File: src/sv/mcl_pkg.sv
// ----------------------------------------------------------------------------
// mcl_pkg: shared definitions for the 3D Morton level codec
// Field widths, request codes and the level mask helpers used by all units.
// ----------------------------------------------------------------------------
`default_nettype none

package mcl_pkg;

	localparam int CODE_W        = 64;
	localparam int IDX_W         = 21;
	localparam int LVL_W         = 5;
	localparam int REQ_W         = 2;
	localparam int CNT_W         = 7;
	localparam int MAX_LEVEL_DEF = 21;
	localparam int CODE_LEVELS   = 21;

	localparam logic [REQ_W-1:0] REQ_ENCODE = 2'd0;
	localparam logic [REQ_W-1:0] REQ_DECODE = 2'd1;
	localparam logic [REQ_W-1:0] REQ_PARENT = 2'd2;

	typedef logic [CODE_W-1:0] code_t;
	typedef logic [IDX_W-1:0]  idx_t;
	typedef logic [LVL_W-1:0]  lvl_t;
	typedef logic [REQ_W-1:0]  req_t;

	typedef struct packed {
		code_t code;
		idx_t  idx_i;
		idx_t  idx_j;
		idx_t  idx_k;
		lvl_t  level;
	} result_t;

	function automatic lvl_t clamp_level(input lvl_t v, input lvl_t max_lvl);
		return (v > max_lvl) ? max_lvl : v;
	endfunction

	// Distance from the top Morton bit to bit 64, that is 64 - 3L.
	function automatic logic [CNT_W-1:0] top_shift(input lvl_t lvl);
		return 7'd64 - (7'd3 * {2'b00, lvl});
	endfunction

	// The 63 - 3L trailing ones that mark level L.
	function automatic code_t level_flag(input lvl_t lvl);
		logic [CNT_W-1:0] sh;
		sh = 7'd63 - (7'd3 * {2'b00, lvl});
		return ~({CODE_W{1'b1}} << sh);
	endfunction

	// Ones over the top 3L bits; empty at level zero.
	function automatic code_t top_mask(input lvl_t lvl);
		return {CODE_W{1'b1}} << top_shift(lvl);
	endfunction

endpackage

`default_nettype wire

File: src/sv/mcl_encode.sv
// ----------------------------------------------------------------------------
// mcl_encode: index to grid code encoder
// Interleaves the three indices and places them above the level flag.
// ----------------------------------------------------------------------------
`default_nettype none

module mcl_encode
	import mcl_pkg::*;
#(
	parameter int MAX_LEVEL = MAX_LEVEL_DEF
) (
	input  idx_t  coord_i,
	input  idx_t  coord_j,
	input  idx_t  coord_k,
	input  lvl_t  cell_level,
	output code_t code,
	output lvl_t  level
);

	lvl_t  lvl;
	code_t morton;

	always_comb begin
		lvl    = clamp_level(cell_level, LVL_W'(MAX_LEVEL));
		morton = '0;
		for (int b = 0; b < IDX_W; b++) begin
			morton[3*b]     = coord_i[b];
			morton[3*b + 1] = coord_j[b];
			morton[3*b + 2] = coord_k[b];
		end
	end

	// Triples at or above the level are shifted out of the word.
	assign code  = (morton << top_shift(lvl)) | level_flag(lvl);
	assign level = lvl;

endmodule

`default_nettype wire

File: src/sv/mcl_decode.sv
// ----------------------------------------------------------------------------
// mcl_decode: grid code to index decoder
// Finds the level from the trailing ones and de-interleaves the indices.
// ----------------------------------------------------------------------------
`default_nettype none

module mcl_decode
	import mcl_pkg::*;
#(
	parameter int MAX_LEVEL = MAX_LEVEL_DEF
) (
	input  code_t code_in,
	output idx_t  idx_i,
	output idx_t  idx_j,
	output idx_t  idx_k,
	output lvl_t  level
);

	code_t            lowest_zero;
	logic [CNT_W-1:0] ones;
	logic [12:0]      ones_x43;
	lvl_t             third;
	lvl_t             lvl;
	code_t            morton;

	always_comb begin
		lowest_zero = ~code_in & (code_in + 64'd1);
		ones        = {&code_in, 6'd0};
		for (int n = 0; n < CODE_W; n++) begin
			if (lowest_zero[n]) begin
				ones = ones | CNT_W'(n);
			end
		end
		// Division by three through the reciprocal 43/128, exact for counts up to 64.
		ones_x43 = {6'd0, ones} * 13'd43;
		third    = ones_x43[11:7];
		lvl      = clamp_level(LVL_W'(CODE_LEVELS) - third, LVL_W'(MAX_LEVEL));
		morton   = code_in >> top_shift(lvl);
		for (int b = 0; b < IDX_W; b++) begin
			idx_i[b] = morton[3*b];
			idx_j[b] = morton[3*b + 1];
			idx_k[b] = morton[3*b + 2];
		end
	end

	assign level = lvl;

endmodule

`default_nettype wire

File: src/sv/mcl_parent.sv
// ----------------------------------------------------------------------------
// mcl_parent: parent cell code generator
// Keeps the Morton bits of the target level and appends its flag.
// ----------------------------------------------------------------------------
`default_nettype none

module mcl_parent
	import mcl_pkg::*;
#(
	parameter int MAX_LEVEL = MAX_LEVEL_DEF
) (
	input  code_t code_in,
	input  lvl_t  parent_level,
	output code_t code,
	output lvl_t  level
);

	lvl_t lvl;

	assign lvl   = clamp_level(parent_level, LVL_W'(MAX_LEVEL));
	assign code  = (code_in & top_mask(lvl)) | level_flag(lvl);
	assign level = lvl;

endmodule

`default_nettype wire

File: src/sv/morton_code_3d_level_codec.sv
// ----------------------------------------------------------------------------
// morton_code_3d_level_codec: 3D Morton grid code codec with level suffix
// Encodes indices, decodes codes and forms parent codes, one request a cycle.
// ----------------------------------------------------------------------------
// A request is captured in the input register, passes the encode, decode and
// parent logic, and is held in the result register until it is taken.
// Throughput is one request per cycle while out_ready is not stalling it, set by
// the single pass of logic between the input register and the result register.
// Reset clears both valid flags; payload registers are not reset.
// ----------------------------------------------------------------------------
`default_nettype none

module morton_code_3d_level_codec
	import mcl_pkg::*;
#(
	parameter int MAX_LEVEL = MAX_LEVEL_DEF
) (
	input  wire   clk,
	input  wire   arst_n,
	input  wire   in_valid,
	output logic  in_ready,
	input  req_t  req_type,
	input  idx_t  coord_i,
	input  idx_t  coord_j,
	input  idx_t  coord_k,
	input  lvl_t  cell_level,
	input  code_t code_in,
	input  lvl_t  parent_level,
	output logic  out_valid,
	input  wire   out_ready,
	output code_t code_out,
	output idx_t  out_i,
	output idx_t  out_j,
	output idx_t  out_k,
	output lvl_t  out_level
);

	logic  valid_s1;
	req_t  req_s1;
	idx_t  coord_i_s1;
	idx_t  coord_j_s1;
	idx_t  coord_k_s1;
	lvl_t  cell_level_s1;
	code_t code_in_s1;
	lvl_t  parent_level_s1;

	logic    valid_s2;
	result_t result_s2;

	code_t   enc_code;
	lvl_t    enc_level;
	idx_t    dec_i;
	idx_t    dec_j;
	idx_t    dec_k;
	lvl_t    dec_level;
	code_t   par_code;
	lvl_t    par_level;
	result_t result;

	logic advance_s2;
	logic advance_s1;

	assign advance_s2 = !valid_s2 || out_ready;
	assign advance_s1 = !valid_s1 || advance_s2;
	assign in_ready   = advance_s1;

	always_ff @(posedge clk or negedge arst_n) begin
		if (!arst_n) begin
			valid_s1 <= 1'b0;
		end else if (advance_s1) begin
			valid_s1 <= in_valid;
		end
	end

	always_ff @(posedge clk) begin
		if (in_valid && advance_s1) begin
			req_s1          <= req_type;
			coord_i_s1      <= coord_i;
			coord_j_s1      <= coord_j;
			coord_k_s1      <= coord_k;
			cell_level_s1   <= cell_level;
			code_in_s1      <= code_in;
			parent_level_s1 <= parent_level;
		end
	end

	mcl_encode #(
		.MAX_LEVEL(MAX_LEVEL)
	) u_encode (
		.coord_i   (coord_i_s1),
		.coord_j   (coord_j_s1),
		.coord_k   (coord_k_s1),
		.cell_level(cell_level_s1),
		.code      (enc_code),
		.level     (enc_level)
	);

	mcl_decode #(
		.MAX_LEVEL(MAX_LEVEL)
	) u_decode (
		.code_in(code_in_s1),
		.idx_i  (dec_i),
		.idx_j  (dec_j),
		.idx_k  (dec_k),
		.level  (dec_level)
	);

	mcl_parent #(
		.MAX_LEVEL(MAX_LEVEL)
	) u_parent (
		.code_in     (code_in_s1),
		.parent_level(parent_level_s1),
		.code        (par_code),
		.level       (par_level)
	);

	always_comb begin
		result = '0;
		unique case (req_s1)
			REQ_ENCODE: begin
				result.code  = enc_code;
				result.level = enc_level;
			end
			REQ_DECODE: begin
				result.idx_i = dec_i;
				result.idx_j = dec_j;
				result.idx_k = dec_k;
				result.level = dec_level;
			end
			REQ_PARENT: begin
				result.code  = par_code;
				result.level = par_level;
			end
			default: begin
				result = '0;
			end
		endcase
	end

	always_ff @(posedge clk or negedge arst_n) begin
		if (!arst_n) begin
			valid_s2 <= 1'b0;
		end else if (advance_s2) begin
			valid_s2 <= valid_s1;
		end
	end

	always_ff @(posedge clk) begin
		if (valid_s1 && advance_s2) begin
			result_s2 <= result;
		end
	end

	assign out_valid = valid_s2;
	assign code_out  = result_s2.code;
	assign out_i     = result_s2.idx_i;
	assign out_j     = result_s2.idx_j;
	assign out_k     = result_s2.idx_k;
	assign out_level = result_s2.level;

endmodule

`default_nettype wire

File: config.mk
export PLATFORM = sky130hd
export DESIGN_NAME = morton_code_3d_level_codec
export DESIGN_NICKNAME = d
export VERILOG_FILES = /design/src/sv/mcl_pkg.sv /design/src/sv/mcl_encode.sv /design/src/sv/mcl_decode.sv /design/src/sv/mcl_parent.sv /design/src/sv/morton_code_3d_level_codec.sv
export SDC_FILE = /design/constraint.sdc
export NUM_CORES = 1
export LEC_CHECK = 0
export ABC_AREA = 1
export BUFFER_PORTS_ARGS = -buffer_cell sky130_fd_sc_hd__buf_2
export CAP_MARGIN = 20
export CORE_ASPECT_RATIO = 1.25
export CORE_UTILIZATION = 40
export CTS_CLUSTER_SIZE = 12
export DETAILED_ROUTE_END_ITERATION = 6
export PLACE_DENSITY_LB_ADDON = 0.15
export SKIP_CTS_REPAIR_TIMING = 1
export SLEW_MARGIN = 5
export SYNTH_ARGS = -nofsm -noshare
export SYNTH_HDL_FRONTEND = slang
export SYNTH_SLANG_ARGS = --single-unit
File: constraint.sdc
create_clock -name clk -period 10.1 [get_ports clk]
set_input_delay 1.01 -clock clk [delete_from_list [all_inputs] [get_ports clk]]
set_output_delay 1.01 -clock clk [all_outputs]
set_load 0.02 [all_outputs]
Word level (Yosys, flattened, before mapping)
Cells that the tools add are included.

word-level totals
  bits in registers = 273
  bits of input ports = 143
  logic and storage cells = 118

cells by class
  $add $sub $neg = 7
  $mul = 4
  $lt $le $gt $ge = 3
  equality and inequality tests = 2
  shift operators = 5
  mux-type cells = 68
  bitwise operators = 7
  reductions and logical operators = 8

operator list
  cell                                                 count
  2-to-1 mux 6 bit                                     32
  NOT 64 bit                                           3
  << shifter 64 x 7 -> 64 bit, first input constant    3
  bitwise AND 64 bit                                   2
  bitwise OR 64 bit                                    2
  case mux 64 bit (2 select lines)                     1
  2-to-1 mux 5 bit                                     19
  adder 64 x 1 -> 64 bit, second input constant        1
  AND reduction 64 bit                                 1
  << shifter 63 x 7 -> 64 bit                          1
  >> shifter 64 x 7 -> 63 bit                          1
  2-to-1 mux 4 bit                                     8
  multiplier 2 x 5 -> 7 bit, first input constant      3
  subtractor 7 bit, first input constant               3
  > comparator 5 bit, second input constant            3
  case mux 5 bit (3 select lines)                      1
  subtractor 6 x 7 -> 7 bit, first input constant      2
  multiplier 7 x 6 -> 12 bit, second input constant    1
  2-to-1 mux 3 bit                                     4
  subtractor 5 bit, first input constant               1
  2-to-1 mux 2 bit                                     2
  equality test 2 x 1 -> 1 bit, second input constant  1
  equality test 2 bit, second input constant           1
  logical AND 1 bit                                    2
  other kinds (4)                                      6

Longest topological paths before layout
Gate-level depths: netlist of run 1.

  word-level depth = 72
  mapped depth = 53

By module
From an unflattened synthesis of run 1, not the netlist that was laid out.

unflattened totals
  cells, all modules = 3899
  area total of the unflattened synthesis = 25364.3 um^2

by module, submodules not included
  module                      instances  cells an instance  area an instance (um^2)  seq. area each (um^2)
  morton_code_3d_level_codec  1          654                9831.9                   8187.9
  mcl_decode                  1          1577               7726.2                   0.0
  mcl_encode                  1          1160               5524.0                   0.0
  mcl_parent                  1          508                2282.2                   0.0

Worst setup path after synthesis of run 1
OpenSTA, ideal clock, no wires.

  path type = input -> register
  from = input out_ready
  to = register result_s2, in the netlist code_out[0], enable pin
  library setup time = 0.667 ns
  data arrival time = 7.400 ns
  setup slack = 2.033 ns
  stages = 2
  path through = inv_1 a21oi_1

on the way
  cells in the longest elaborated chain, start to end = 2

ends and longest elaborated chain
  what                  line                               text
  from (decl)           morton_code_3d_level_codec.sv:30   input wire out_ready,
  logical OR 1 bit      morton_code_3d_level_codec.sv:63   assign advance_s2 = !valid_s2 || out_ready;
  logical AND 1 bit     morton_code_3d_level_codec.sv:149  if (valid_s1 && advance_s2) begin
  to (signal assigned)  morton_code_3d_level_codec.sv:150  result_s2 <= result;
  to (decl)             morton_code_3d_level_codec.sv:48   result_t result_s2;

Every way passes these cells.
A chain may end at the register's enable or synchronous reset.

Final worst setup path of run 1
  from = register code_in_s1[25]
  to = register result_s2, in the netlist out_j[2] (data pin)

on the way
  cells in the longest elaborated chain, start to end = 48
  elaborated cells between the ends (all ways) = 50

ends and longest elaborated chain
  what                                                         line                              text
  from (decl)                                                  morton_code_3d_level_codec.sv:44  code_t code_in_s1;
  from (signal assigned)                                       morton_code_3d_level_codec.sv:82  code_in_s1 <= code_in;
  adder 64 x 1 -> 64 bit / NOT 64 bit (equally long branches)  mcl_decode.sv:27                  lowest_zero = ~code_in & (code_in + 64'd1);
  bitwise AND 64 bit                                           mcl_decode.sv:27
  2-to-1 mux 5 bit (7 in a row)                                mcl_decode.sv:30                  if (lowest_zero[n]) begin
  2-to-1 mux 6 bit (32 in a row)                               mcl_decode.sv:30
  multiplier 7 x 6 -> 12 bit                                   mcl_decode.sv:35                  ones_x43 = {6'd0, ones} * 13'd43;
  subtractor 5 bit                                             mcl_decode.sv:37                  lvl = clamp_level(LVL_W'(CODE_LEVELS) - third, LVL_W'(MAX_LEVEL));
  > comparator 5 bit                                           mcl_pkg.sv:35                     return (v > max_lvl) ? max_lvl : v;
  2-to-1 mux 5 bit                                             mcl_pkg.sv:35
  multiplier 2 x 5 -> 7 bit                                    mcl_pkg.sv:40                     return 7'd64 - (7'd3 * {2'b00, lvl});
  subtractor 7 bit                                             mcl_pkg.sv:40
  >> shifter 64 x 7 -> 63 bit (*)                              mcl_decode.sv:38                  morton = code_in >> top_shift(lvl);

Every way passes the cells marked *; elsewhere a longest branch is shown, timed or not.

==> run metrics, run 1 <==
clk_lat worst skew 600 ps; pin count of the biggest net entering global routing 125; initial antenna violation count 2; routed len/inst 23.97 µm; global placer's final weighted congestion 1.101; asr flop ratio synth 0.7326%; fin crit share 88.40%; Syn Nets approximately 3400; Yosys top cell by area edfxtp_1; grt total ovfl 0; CP arrival 9260 ps; Nets approximately 3500; most used cell, CP nand2_1; Num CTS Buffers 29; # setup viols final 0; drt first-iter violations ~2100; mean post-synth cell area 7.170 µm²; CTS root buf clkbuf_16; Detail Route Antenna Nets 0; placed insts 4011; Max-cap violations 0; DR vias 23640; Post-synth EDFFs 271; routed vias/inst 5.821; fraction of layout cells with a size suffix above 1 about 14%; Worst Max-Slew Pin Slew 1134 ps; most frequent cells in the layout 727 x nand2_1, 490 x nand3_1, 320 x o21ai_0; max-slew violation count 0; most common cell after layout, fill and taps aside nand2_1; Rel. slew slack 24.38%; Startpoint Class flop; chip width between 200 and 250 µm; CTS tree built; RSZ-0062 raised after global routing false; die area ~57000 µm²; Clock transition at path regs about 60 ps; Routed WL 97380 µm; Placed Instance Area 24400 µm²; vias in the first global route 23050; post-synth top area share between 30% and 40%; Worst Clk Skew 30.91 ps; Starting Density ~40%; worst hold path class in -> async; Sink Count ~270; status finished clean; power per cell area around 170 nW/µm²; final hold vios 0; post-synth cell types 67; fin cells 4062; dpl hpwl just under 80000 µm; Synth Instances 3146; minimum clock period 8928 ps; CP max FO 18; delay of the slowest cell on the worst path 650 ps; critical path class reg -> reg; post-synthesis sequential area ratio 36.30%; core area between 50000 and 60000 µm²; Layout Utilization 45.84%; clk buf depth 3; port bufs around 280; Boundary Pins 277; peak supply drop around 0.15 mV; slowest CP cell edfxtp_1; DRT Pass-1 Iters 6; drt drc 0; Layout area overhead 12.30%; LEAKAGE 11.23 nW; row cnt between 90 and 100; Total GRT Usage 33.31%; main area contributors after synthesis edfxtp_1 36%, nand2_1 12%, nand3_1 11%, o21ai_0 7.1%, inv_1 5.1%; CP required ~10000 ps; prevailing post-synth register cell edfxtp_1; synth warn 0; Design Area, Final 25330 µm²; Final Worst Setup Slack between 1000 and 1500 ps; Synth Register Bits 273; Die Y 267.5 µm; Max H-tree Level 1; first-pass GRT wire length between 100000 and 150000 µm; setup TNS 0 ps; pre-CTS WS 1060 ps; f_max 112.0 MHz; Critical Path End Type flop; mapped cell area 22560 µm²
power breakdown:
| group | internal (mW) | switching (mW) | total (mW) |
|---|---|---|---|
| Sequential | 1.40 | 0.0869 | 1.49 |
| Combinational | 0.491 | 1.40 | 1.89 |
| Clock | 0.596 | 0.441 | 1.04 |
final cells by class:
type,instances,area (µm²)
inverter,329,1240
clock inverter,9,101.3
multi-input combinational,2354,12320
timing repair buffer,321,1764
clock buffer,40,797.0
sequential,273,8188
fill,5778,29920
tap,735,919.6
antenna,1,2.502
metal layers:
metal  vias to the layer above  GRT usage, %  share of wire, %
met5                         -             0                 0
met4                         0         25.62               8.8
met3                       342         3.509               4.9
met2                      1035         64.54                53
met1                     11020         32.26                34
li1                      11250             -                 -
sequential cells by signal (all words and copies together), names as in the netlist, 2 cells and up:
signal / count
cell_level_s1: 5
code_in_s1: 64
coord_k_s1: 21
coord_j_s1: 21
out_k: 21
code_out: 64
out_i: 21
parent_level_s1: 5
coord_i_s1: 21
out_level: 5
req_s1: 2
out_j: 21
synthesized netlist by cell type (7+ instances only):
cell type,n
nor4_1,8
a22o_1,32
a31oi_1,14
o311ai_0,8
a21oi_1,55
nand3_1,490
buf_1,9
nor2_2,10
buf_6,8
o221ai_1,23
buf_4,17
buf_2,47
xor2_1,8
inv_1,304
o211ai_1,109
o21ai_0,320
nand3_2,9
nand2_1,728
nand2_2,15
inv_2,18
fa_1,8
o2111ai_1,9
nor3_1,68
edfxtp_1,271
ha_1,55
nor2_4,7
clkbuf_1,108
nand4_1,33
mux2i_1,8
o31ai_1,8
o21ai_1,28
nor2_1,224
clkinv_1,7
o22ai_1,13
worst paths after layout:
| check | depth (start not counted) | endpoint | slack [ps] | start |
|---|---|---|---|---|
| setup reg to reg | 47 | out_j[2] | 1170 | code_in_s1[25] |
| hold / removal | 1 | out_valid | 200 | arst_n |
| max in group asynchronous | 1 | valid_s1 | 9800 | arst_n |
| min in group clk | 2 | out_valid | 520 | valid_s1 |
| hold reg to reg | 2 | out_valid | 520 | valid_s1 |
| setup / recovery | 47 | out_j[2] | 1170 | code_in_s1[25] |
metrics by stage:
stage	total power [mW]	hold slack [ps]
floorplan	2.653	447.1
global placement	3.360	489.6
CTS	4.388	182.9
global route	4.610	189.5
detailed placement	3.349	505.4
finish	4.420	201.2
critical path, delay by kind of cell (launching register included):
family | cells | cell delay (ps)
DFF | 1 | 650
buffers and inverters | 9 | 880
adders and majority gates | 7 | 2490
and+or+nand+nor | 31 | 4630
cells by family after synthesis:
| family | after synthesis | share of synthesized area [%] |
|---|---|---|
| AND/OR/NAND/NOR | 1619 | 31.94 |
| AO/OA/AOI/OAI | 651 | 17.62 |
| buffers and inverters | 519 | 9.452 |
| flip-flops | 273 | 36.30 |
| adder cells (fa/ha/maj) | 63 | 3.761 |
| XOR/XNOR | 13 | 0.5714 |
| multiplexers | 8 | 0.3550 |
No activity file was read; power rests on OpenSTA's default activity.
==> run 2: changes to the inputs <==
--- a/config.mk
+++ b/config.mk
@@ -13,6 +13,7 @@
 export CTS_CLUSTER_SIZE = 12
 export DETAILED_ROUTE_END_ITERATION = 6
 export PLACE_DENSITY_LB_ADDON = 0.15
+export REMOVE_ABC_BUFFERS = 1
 export SKIP_CTS_REPAIR_TIMING = 1
 export SLEW_MARGIN = 5
 export SYNTH_ARGS = -nofsm -noshare
==> run metrics, run 2 (synthesis gave the netlist of run 1 again) <==
power per cell area 172.6 nW/µm²; status finished clean; Critical Path End Type flop; R2R Path End out_k[20]; Total GRT Usage 33.08%; Detail Route Antenna Nets 0; reg2reg path depth 51; Routed WL 96910 µm; first-pass GRT wire length around 140000 µm; drt first-iter violations roughly 2100; max-slew violation count 0; delay of the slowest cell on the worst path approximately 610 ps; Sink Count around 270; global placer's final weighted congestion 1.043; minimum clock period 8935 ps; CTS root buf clkbuf_16; Num CTS Buffers 30; Design Area, Final 25360 µm²; most used cell, CP nand2_1; die area 57350 µm²; peak supply drop roughly 0.17 mV; Layout area overhead 12.44%; row cnt 96; Rel. slew slack 22.49%; Die Y 267.5 µm; CP arrival 9360 ps; routed vias/inst 5.812; final hold vios 0; drt drc 0; Worst Clk Skew 14.53 ps; CTS tree built; slowest CP cell edfxtp_1; fillers 5775; Antenna diodes 0; pin count of the biggest net entering global routing 121; most frequent cells in the layout 726 x nand2_1, 490 x nand3_1, 320 x o21ai_0; critical path class reg -> reg; # setup viols final 0; Max-cap violations 0; grt total ovfl 0; DR vias 23660; CP required 10520 ps; core area about 55000 µm²; Design Power 4.378 mW; most common cell after layout, fill and taps aside nand2_1; initial antenna violation count 0; Clock transition at path regs 60 ps; DRT Pass-1 Iters 6; chip width 214.4 µm; Starting Density 40.82%; Worst Max-Slew Pin Slew 1151 ps; LEAKAGE 11.23 nW; Reg-to-Reg Start code_in_s1[5]; routed len/inst 23.81 µm; RSZ-0062 raised after global routing false; FF/Latch Area 8188 µm²; f_max 111.9 MHz; worst hold path class in -> async; Max H-tree Level 1; Nets 3519; clk buf depth 3; Startpoint Class flop; Placed Instance Area roughly 24000 µm²; dpl hpwl 77900 µm; multi-input logic area 12330 µm²; fraction of layout cells with a size suffix above 1 13.85%; clk_lat worst skew about 600 ps; setup TNS 0 ps; CP max FO 32; vias in the first global route 23040; port bufs 276; Boundary Pins 277; R2R Setup Slk 1170 ps; fin crit share 88.46%
run 2: worst max-delay path: cells and delay by family (launching register included):
| family | cells | cell delay, ps |
|---|---|---|
| buf+inv | 11 | 1320 |
| fa+ha+maj | 6 | 2200 |
| compound gates | 3 | 510 |
| flops | 1 | 610 |
| simple gates | 31 | 4050 |
run 2: final cells by class:
| type | count | share of cell area (%) |
|---|---|---|
| multi-input cells | 2354 | 48.62 |
| well taps | 735 | 3.626 |
| inverters | 329 | 4.889 |
| clock buffers | 44 | 3.207 |
| flip-flops and latches | 273 | 32.28 |
| clock inverters | 11 | 0.3009 |
| repair buffers | 325 | 7.074 |
run 2: how the worst max path moves through the flow:
stage | startpoint | endpoint | slack, ps
after CTS | code_in_s1[5] | out_k[20] | 1260
after global placement | code_in_s1[25] | out_i[1] | 1300
after global routing | code_in_s1[5] | out_k[12] | 480
final | code_in_s1[5] | out_k[20] | 1170
after detailed placement | code_in_s1[5] | out_k[20] | 1270
after floorplan | code_in_s1[6] | out_i[5] | 310
run 2: power breakdown:
group | total [mW] | leakage, nW | switching (mW) | internal (mW)
clock network | 1.02 | 0.417 | 0.464 | 0.557
registers | 1.47 | 2.66 | 0.0704 | 1.40
logic | 1.88 | 8.15 | 1.38 | 0.501
total | 4.38 | 11.2 | 1.92 | 2.46
run 2: routing by layer:
layer	wire length (µm)	vias up	part of all wire, %	track usage [%]
met5	0	-	0	0
met4	7639	0	7.9	23.96
met3	4549	260	4.7	2.839
met2	50330	947	52	61.73
met1	34400	11180	35	34.93
li1	-	11280	-	-
run 2: through the flow:
stage	hold slack, ps	std cells	util (%)	setup slack [ps]
global route	176.7	4071	45.90	481.0
finish	189.4	4071	45.90	1165
floorplan	447.1	2956	-	308.6
CTS	163.5	4069	45.82	1265
detailed placement	511.6	4014	44.21	1274
global placement	489.7	4014	44.21	1299
